$ cat config.mk
export PLATFORM = sky130hd
export DESIGN_NAME = nmea_coordinate_to_degrees
export DESIGN_NICKNAME = d
export VERILOG_FILES = /design/src/rtl/nctd_pkg.sv /design/src/rtl/nctd_parse.sv /design/src/rtl/nctd_scale.sv /design/src/rtl/nmea_coordinate_to_degrees.sv
export SDC_FILE = /design/constraint.sdc
export NUM_CORES = 1
export LEC_CHECK = 0
export BUFFER_PORTS_ARGS = -buffer_cell sky130_fd_sc_hd__buf_2
export CAP_MARGIN = 15
export CORE_ASPECT_RATIO = 1.1
export CORE_MARGIN = 5
export CORE_UTILIZATION = 48
export DETAILED_ROUTE_END_ITERATION = 10
export SYNTH_ARGS = -nofsm -noshare
export SYNTH_HDL_FRONTEND = slang
export SYNTH_SLANG_ARGS = --single-unit
$ cat constraint.sdc
create_clock -name i_clk -period 15.6 [get_ports i_clk]
set_clock_uncertainty 0.05 [all_clocks]
set_input_delay 1.56 -clock i_clk [delete_from_list [all_inputs] [get_ports i_clk]]
set_output_delay 1.56 -clock i_clk [all_outputs]
set_load 0.005 [all_outputs]
$ cat src/rtl/nctd_pkg.sv
// Shared types, widths and constants for the NMEA coordinate converter.
package nctd_pkg;

    // Field and datapath widths.
    localparam int CHAR_W  = 8;
    localparam int DIG_W   = 4;
    localparam int DEG_W   = 8;
    localparam int MIN_W   = 7;
    localparam int FRAC_W  = 14;
    localparam int SUM_W   = 27;
    localparam int QUOT_W  = 24;
    localparam int RES_W   = 32;
    localparam int RECIP_W = 28;
    localparam int PROD_W  = SUM_W + RECIP_W;
    localparam int PAD_W   = 3;

    // Default parameter values.
    localparam int MAX_INT_DIGITS_DEF  = 15;
    localparam int FRACTION_DIGITS_DEF = 4;

    // Scale factors.
    localparam logic [RES_W-1:0] DEG_SCALE = 32'd10000000;
    localparam int unsigned      MIN_SCALE = 1000000;

    // Division by six as a multiply by ceil(2^30 / 6) and a shift by 30.
    // Exact for any dividend below 2^27.
    localparam logic [RECIP_W-1:0] RECIP_SIX   = 28'd178956971;
    localparam int                 RECIP_SHIFT = 30;

    // ASCII codes the parser reacts to.
    localparam logic [CHAR_W-1:0] CH_ZERO = 8'h30;
    localparam logic [CHAR_W-1:0] CH_NINE = 8'h39;
    localparam logic [CHAR_W-1:0] CH_DOT  = 8'h2E;

    // Parser phase.
    typedef enum logic [1:0] {
        PH_INT,
        PH_FRAC,
        PH_DONE
    } t_phase;

    // One finished text, handed from the parser to the arithmetic pipeline.
    typedef struct packed {
        logic [DEG_W-1:0]  deg;
        logic [MIN_W-1:0]  minutes;
        logic [FRAC_W-1:0] frac;
    } t_snap;

    // Power of ten for elaboration-time constants.
    function automatic int unsigned pow10(input int n);
        int unsigned p;
        p = 1;
        for (int i = 0; i < n && i < 9; i++) begin
            p = p * 10;
        end
        return p;
    endfunction

    // Pads a fraction with missing trailing zero digits.
    function automatic logic [FRAC_W-1:0] frac_pad(input logic [FRAC_W-1:0] acc,
                                                   input logic [PAD_W-1:0] n);
        logic [FRAC_W-1:0] r;
        case (n)
            3'd0: r = acc;
            3'd1: r = FRAC_W'(acc * 14'd10);
            3'd2: r = FRAC_W'(acc * 14'd100);
            3'd3: r = FRAC_W'(acc * 14'd1000);
            3'd4: r = FRAC_W'(acc * 14'd10000);
            default: r = acc;
        endcase
        return r;
    endfunction

endpackage

$ cat src/rtl/nctd_parse.sv
// Character parser: per-item state update and the snapshot register of a finished text.
module nctd_parse
    import nctd_pkg::*;
#(
    parameter int MAX_INT_DIGITS  = MAX_INT_DIGITS_DEF,
    parameter int FRACTION_DIGITS = FRACTION_DIGITS_DEF
) (
    input  logic              i_clk,
    input  logic              i_rst_n,
    input  logic              i_valid,
    input  logic [CHAR_W-1:0] i_char_code,
    input  logic              i_end_of_text,
    output logic              o_stall,
    output logic              o_snap_valid,
    output t_snap             o_snap,
    input  logic              i_snap_stall
);

    localparam int IcntW = $clog2(MAX_INT_DIGITS + 1);
    localparam int FcntW = $clog2(FRACTION_DIGITS + 1);

    t_phase            r_phase, n_phase;
    logic [DEG_W-1:0]  r_deg, n_deg;
    logic [DIG_W-1:0]  r_rd0, n_rd0;
    logic [DIG_W-1:0]  r_rd1, n_rd1;
    logic [1:0]        r_rc, n_rc;
    logic [IcntW-1:0]  r_icnt, n_icnt;
    logic [FRAC_W-1:0] r_facc, n_facc;
    logic [FcntW-1:0]  r_fcnt, n_fcnt;
    logic              r_too_long, n_too_long;

    logic              r_s1_valid;
    t_snap             r_s1;
    t_snap             w_snap;

    logic              w_free;
    logic              w_accept;
    logic              w_digit;
    logic [DIG_W-1:0]  w_d;
    logic [PAD_W-1:0]  w_missing;
    logic [MIN_W-1:0]  w_minutes;

    // The snapshot register can take a new text when empty or draining.
    assign w_free   = !r_s1_valid || !i_snap_stall;
    assign o_stall  = !w_free;
    assign w_accept = i_valid && w_free;

    assign w_digit = (i_char_code >= CH_ZERO) && (i_char_code <= CH_NINE);
    assign w_d     = DIG_W'(i_char_code - CH_ZERO);

    // Next parser state for the accepted character.
    always_comb begin
        n_phase    = r_phase;
        n_deg      = r_deg;
        n_rd0      = r_rd0;
        n_rd1      = r_rd1;
        n_rc       = r_rc;
        n_icnt     = r_icnt;
        n_facc     = r_facc;
        n_fcnt     = r_fcnt;
        n_too_long = r_too_long;
        if (w_accept) begin
            case (r_phase)
                PH_INT: begin
                    if (w_digit) begin
                        if (r_icnt >= IcntW'(MAX_INT_DIGITS)) begin
                            n_too_long = 1'b1;
                            n_phase    = PH_DONE;
                        end else begin
                            n_icnt = r_icnt + IcntW'(1);
                            if (r_rc == 2'd0) begin
                                n_rd0 = w_d;
                                n_rc  = 2'd1;
                            end else if (r_rc == 2'd1) begin
                                n_rd1 = w_d;
                                n_rc  = 2'd2;
                            end else begin
                                // Oldest held digit shifts into the degrees.
                                n_deg = DEG_W'(r_deg * 8'd10 + {4'b0000, r_rd0});
                                n_rd0 = r_rd1;
                                n_rd1 = w_d;
                            end
                        end
                    end else if (i_char_code == CH_DOT) begin
                        n_phase = PH_FRAC;
                    end else begin
                        n_phase = PH_DONE;
                    end
                end
                PH_FRAC: begin
                    if (!w_digit) begin
                        n_phase = PH_DONE;
                    end else if (r_fcnt < FcntW'(FRACTION_DIGITS)) begin
                        n_facc = FRAC_W'(r_facc * 14'd10 + FRAC_W'(w_d));
                        n_fcnt = r_fcnt + FcntW'(1);
                    end
                end
                default: begin
                end
            endcase
        end
    end

    // Minutes come from the last two integer digits, fewer if fewer were seen.
    always_comb begin
        case (n_rc)
            2'd1:    w_minutes = MIN_W'(n_rd0);
            2'd2:    w_minutes = MIN_W'(MIN_W'(n_rd0) * 7'd10 + MIN_W'(n_rd1));
            default: w_minutes = '0;
        endcase
    end

    // A text with too many integer digits reads as all zeros, which gives a zero result.
    assign w_missing = PAD_W'(FRACTION_DIGITS) - PAD_W'(n_fcnt);
    always_comb begin
        if (n_too_long) begin
            w_snap = '0;
        end else begin
            w_snap.deg     = n_deg;
            w_snap.minutes = w_minutes;
            w_snap.frac    = frac_pad(n_facc, w_missing);
        end
    end

    // Parser state: cleared by reset and after every end item.
    always_ff @(posedge i_clk) begin
        if (!i_rst_n || (w_accept && i_end_of_text)) begin
            r_phase    <= PH_INT;
            r_deg      <= '0;
            r_rd0      <= '0;
            r_rd1      <= '0;
            r_rc       <= '0;
            r_icnt     <= '0;
            r_facc     <= '0;
            r_fcnt     <= '0;
            r_too_long <= 1'b0;
        end else begin
            r_phase    <= n_phase;
            r_deg      <= n_deg;
            r_rd0      <= n_rd0;
            r_rd1      <= n_rd1;
            r_rc       <= n_rc;
            r_icnt     <= n_icnt;
            r_facc     <= n_facc;
            r_fcnt     <= n_fcnt;
            r_too_long <= n_too_long;
        end
    end

    // Snapshot register for a finished text.
    always_ff @(posedge i_clk) begin
        if (!i_rst_n) begin
            r_s1_valid <= 1'b0;
        end else if (w_free) begin
            r_s1_valid <= w_accept && i_end_of_text;
        end
    end

    always_ff @(posedge i_clk) begin
        if (w_accept && i_end_of_text) begin
            r_s1 <= w_snap;
        end
    end

    assign o_snap_valid = r_s1_valid;
    assign o_snap       = r_s1;

endmodule

$ cat src/rtl/nctd_scale.sv
// Arithmetic pipeline: scaling, division by six and the final sum into the result register.
module nctd_scale
    import nctd_pkg::*;
#(
    parameter int FRACTION_DIGITS = FRACTION_DIGITS_DEF
) (
    input  logic             i_clk,
    input  logic             i_rst_n,
    input  logic             i_snap_valid,
    input  t_snap            i_snap,
    output logic             o_snap_stall,
    output logic             o_valid,
    output logic [RES_W-1:0] o_degrees_e7,
    input  logic             i_stall
);

    localparam int unsigned FracMul = MIN_SCALE / pow10(FRACTION_DIGITS);

    logic              r_s2_valid;
    logic [RES_W-1:0]  r_s2_deg_e7;
    logic [SUM_W-1:0]  r_s2_sum;
    logic              r_s3_valid;
    logic [RES_W-1:0]  r_s3_deg_e7;
    logic [QUOT_W-1:0] r_s3_quot;
    logic              r_out_valid;
    logic [RES_W-1:0]  r_out;

    logic              w_free2, w_free3, w_free_out;
    logic [PROD_W-1:0] w_prod;

    // Each stage loads when it is empty or its content moves on.
    assign w_free_out   = !r_out_valid || !i_stall;
    assign w_free3      = !r_s3_valid || w_free_out;
    assign w_free2      = !r_s2_valid || w_free3;
    assign o_snap_stall = !w_free2;

    always_ff @(posedge i_clk) begin
        if (!i_rst_n) begin
            r_s2_valid  <= 1'b0;
            r_s3_valid  <= 1'b0;
            r_out_valid <= 1'b0;
        end else begin
            if (w_free2) begin
                r_s2_valid <= i_snap_valid;
            end
            if (w_free3) begin
                r_s3_valid <= r_s2_valid;
            end
            if (w_free_out) begin
                r_out_valid <= r_s3_valid;
            end
        end
    end

    // Stage two: degrees times 10^7 and the minute sum to be divided by six.
    always_ff @(posedge i_clk) begin
        if (w_free2) begin
            r_s2_deg_e7 <= RES_W'(RES_W'(i_snap.deg) * DEG_SCALE);
            r_s2_sum    <= SUM_W'(SUM_W'(i_snap.minutes) * SUM_W'(MIN_SCALE)
                                  + SUM_W'(i_snap.frac) * SUM_W'(FracMul));
        end
    end

    // Stage three: divide by six through the reciprocal.
    assign w_prod = PROD_W'(r_s2_sum) * PROD_W'(RECIP_SIX);

    always_ff @(posedge i_clk) begin
        if (w_free3) begin
            r_s3_deg_e7 <= r_s2_deg_e7;
            r_s3_quot   <= w_prod[RECIP_SHIFT +: QUOT_W];
        end
    end

    // Result register: degrees plus fractional degrees.
    always_ff @(posedge i_clk) begin
        if (w_free_out) begin
            r_out <= r_s3_deg_e7 + RES_W'(r_s3_quot);
        end
    end

    assign o_valid      = r_out_valid;
    assign o_degrees_e7 = r_out;

endmodule

$ cat src/rtl/nmea_coordinate_to_degrees.sv
// Top level of the NMEA ddmm.mmmm coordinate to 1e-7 degree converter.
// The block takes one ASCII character per item, one item per cycle, and on the item
// marked end_of_text emits the coordinate in units of 1e-7 degree: degrees (the
// integer digits before the last two, kept modulo 256) times 10^7 plus the minutes
// and up to FRACTION_DIGITS fraction digits divided by 60. A text with more than
// MAX_INT_DIGITS integer digits gives 0. After its end item is accepted, a result
// passes through the character parser's snapshot register, which captures the finished
// text at the accepting edge, then the scaling register, the register after the
// reciprocal multiply that divides by six, and the final add into the result
// register. The pipeline holds up to four finished texts, and characters are taken
// every cycle unless all of them are waiting on a stalled output.
module nmea_coordinate_to_degrees
    import nctd_pkg::*;
#(
    parameter int MAX_INT_DIGITS  = MAX_INT_DIGITS_DEF,
    parameter int FRACTION_DIGITS = FRACTION_DIGITS_DEF
) (
    input  logic              i_clk,
    input  logic              i_rst_n,
    input  logic              i_valid,
    input  logic [CHAR_W-1:0] i_char_code,
    input  logic              i_end_of_text,
    output logic              o_stall,
    output logic              o_valid,
    output logic [RES_W-1:0]  o_degrees_e7,
    input  logic              i_stall
);

    logic  w_snap_valid;
    logic  w_snap_stall;
    t_snap w_snap;

    // Character parser.
    nctd_parse #(
        .MAX_INT_DIGITS  (MAX_INT_DIGITS),
        .FRACTION_DIGITS (FRACTION_DIGITS)
    ) u_parse (
        .i_clk         (i_clk),
        .i_rst_n       (i_rst_n),
        .i_valid       (i_valid),
        .i_char_code   (i_char_code),
        .i_end_of_text (i_end_of_text),
        .o_stall       (o_stall),
        .o_snap_valid  (w_snap_valid),
        .o_snap        (w_snap),
        .i_snap_stall  (w_snap_stall)
    );

    // Arithmetic pipeline and result register.
    nctd_scale #(
        .FRACTION_DIGITS (FRACTION_DIGITS)
    ) u_scale (
        .i_clk        (i_clk),
        .i_rst_n      (i_rst_n),
        .i_snap_valid (w_snap_valid),
        .i_snap       (w_snap),
        .o_snap_stall (w_snap_stall),
        .o_valid      (o_valid),
        .o_degrees_e7 (o_degrees_e7),
        .i_stall      (i_stall)
    );

endmodule

==> reports/summary.txt <==
Post-Syn Instances: 2475
Mapped Avg Cell Area: 10.3 um2
Min Tclk post-route: 7.77 ns
Die Y: 251 um
Core ar.: 52500 um2
Ant. Diodes: 0
Adder-Cell Fraction of Synth Area: 0.452
Cell count after placement: 3187
Min-Delay Endpoint: u_scale.r_s3_deg_e7[21]$_DFFE_PP_
Setup crit end kind: register
# IOs: 47
Worst r2r src: u_scale.r_s2_sum[21]$_DFFE_PP_
Total negative slack: 0 ns
Commonest non-fill, non-tap cell in the layout: inv_1
GRT Total Usage: 0.181
Port Buf Inserts: 46
Residual DRC: 0
GPL Wtd Cong: 0.883
Remaining antenna violation count: 0
Final Instance Area: 27400 um2
WP data required: 15.82 ns
Clock Tree Root: clkbuf_16
Die width: 230 um
Slew HR: 0.334
Largest net degree at the start of global routing: 51
Number of synthesized flops with an enable pin: 160
Maximum clock path buffer count: 3
Post-synthesis sequential area ratio: 0.225
Finished Core Util: 0.521
Sink Count: 206
Worst hold start: u_scale.r_s2_deg_e7[21]$_DFFE_PP_
Final Slew Violations: 0
Distinct cells, synth: 77
Yosys warnings: 0
Most used DFF post-synth: edfxtp_1
Final #Nets: 3318
Placed Area: 26500 um2
XOR/XNOR Fraction of Synth Area: 0.0622
Initial antenna violation count: 1
Level count of the clock H-tree: 1
Worst Hold Class: reg -> reg
DRT iter0 DRCs: 633
Final Hold Vio Count: 0
Post-synth top area share: 0.248
Post-CTS sizing: 0
R2R Path End: u_scale.r_s3_quot[23]$_DFFE_PP_
Post-synthesis mux area share: 0.00748
RSZ-0062 raised after global routing: no
Drt pass-1 iters: 5
Max_cap viols: 0
Worst Path Max Fanout: 34
Startpoint types: input port
Clock-pin slew on the worst setup and hold paths: 0.06 ns
Post-Route WL: 51.6 mm
Synth area leaders: ha_1, fa_1, edfxtp_1
CP Data Arrival Time: 7.99 ns
Simple-Gate Fraction of Synth Area: 0.0769
Post-CTS Setup Bufs: 0
R2R setup slack: 8.04 ns
Largest family of logic cells by synthesized area: adder cells
Mapped Area: 25400 um2
Max Fclk: 129 MHz
Synth Net Count: 3252
Vias in the first global route: 18116
Most frequent cells in the layout: inv_1, ha_1, fa_1
Later-pin clock latency in the skew report: 0.54 ns
Worst-margin pin slew: 0.991 ns
Die ar.: 57700 um2
Layout cell share with drive strength beyond 1: 0.0524
Via density: 5.24
Starting Density: 0.484
Share of synthesized flip-flops with an asynchronous set or reset: 0
Post-CTS Hold Fix Bufs: 0
FF+latch count, synth: 206
Area leader, netlist: ha_1
Compound-cell area share of the yosys netlist: 0.0945
Worst r2r path cells: 20
Global-route wire length before repair: 87.2 mm
Vias: 16942
Cts bufs inserted: 25
Area grow syn2layout: 7.54%
Dpl hpwl: 44.4 mm
Avg WL per Cell: 16.0 um
Final Non-Filler Cells: 3233
WHS Path Cells: 0
Worst Setup Path Type: in -> reg
Row cnt: 88
Final period util: 0.498
Status: completed
TritonCTS clock tree: yes
Final setup viols: 0
Total grt overflow: 0
==> worst max-delay path by stage <==
stage,depth (start not counted),endpoint,start,slack (ns)
global placement,27,u_parse.o_snap[13]$_SDFFCE_PP0P_,i_stall,7.32
detailed placement,27,u_parse.o_snap[13]$_SDFFCE_PP0P_,i_stall,7.25
global route,27,u_parse.o_snap[13]$_SDFFCE_PP0P_,i_stall,7.22
CTS,27,u_parse.o_snap[13]$_SDFFCE_PP0P_,i_stall,7.80
finish,27,u_parse.o_snap[13]$_SDFFCE_PP0P_,i_stall,7.83
floorplan,24,u_parse.o_snap[13]$_SDFFCE_PP0P_,i_stall,7.69
==> routing by layer <==
metal  wire [um]  share of wire  vias to the layer above  GRT usage
li1            -              -                     8438          -
met1       22300           0.43                     8187      0.224
met2       26200           0.51                      225      0.332
met3        1510          0.029                       90     0.0232
met4        1640          0.032                        2     0.0524
met5          13        0.00025                        -          0
==> synthesized netlist by cell type (all sizes together) (5+ instances only) <==
master,count
nor2b,34
or2,11
and2,10
o21bai,12
nand2b,14
nor2,107
a211o,7
fa,259
nor4,6
ha,505
edfxtp,160
nor3,36
a21o,40
a21boi,9
o31ai,5
mux2i,12
nand3,34
a21oi,97
o211ai,6
o21a,11
or3,8
dfxtp,46
o21ai,79
inv,532
nand4,7
nor3b,8
xnor2,128
a31oi,19
nand2,80
a211oi,22
a22oi,22
xor2,50
and3,18
clkbuf,17
==> cell type report <==
cell class | instances | area, um2
Timing Repair Buffer | 59 | 360
Tap cell | 675 | 845
Fill cell | 4685 | 25200
Sequential cell | 206 | 5730
Multi-Input combinational cell | 1717 | 17700
Inverter | 532 | 2000
Clock buffer | 29 | 651
Clock inverter | 15 | 121
==> worst max-delay path, stage by stage <==
cell and delay (ns):
buf_2 0.09, and2_1 0.20, inv_2 0.56, o21ai_2 0.26, nor4_2 0.25, buf_4 0.24
nand2_1 0.07, o21ai_1 0.51, xnor2_1 0.37, ha_1 0.29, nand2b_1 0.19, fa_1 0.50
fa_1 0.54, inv_1 0.05, fa_1 0.49, inv_1 0.04, ha_1 0.35, nand3_1 0.11
o211ai_1 0.10, o21ai_1 0.17, nand2b_1 0.07, a21oi_1 0.17, xnor2_1 0.15, xnor2_1 0.15
xnor2_1 0.08, a221oi_1 0.28, a211oi_1 0.11
==> kinds of logic (layout without fill, tap and decap cells) <==
logic type / count (synthesis) / count (layout)
DFF: 206 / 206
muxes: 16 / 16
AOI/OAI and AO/OA: 370 / 370
xor gates and xnor gates: 179 / 179
and+or+nand+nor: 388 / 388
adders and majority gates: 764 / 764
buffers and inverters: 552 / 635
==> flip-flops by register name, summed over array words and instances (netlist names), 2 cells and up <==
name / cells
u_scale.o_degrees_e7: 32
u_parse.r_deg: 8
u_parse.r_rd0: 4
u_parse.r_rc: 2
u_parse.r_fcnt: 3
u_scale.r_s3_quot: 24
u_parse.r_facc: 14
u_scale.r_s2_sum: 25
u_scale.r_s3_deg_e7: 25
u_parse.o_snap: 29
u_parse.r_phase: 2
u_parse.r_rd1: 4
u_scale.r_s2_deg_e7: 25
u_parse.r_icnt: 4
==> metrics by stage <==
step           setup slack (ns)  hold WS, ns
2_1_floorplan              7.69        0.350
3_3_place_gp               7.32        0.354
3_5_place_dp               7.25        0.355
4_1_cts                    7.80        0.368
5_1_grt                    7.22        0.372
6_report                   7.83        0.366
Power is not shown: default switching activity piles up to over one toggle a cycle in this logic, so the estimate is an artifact.
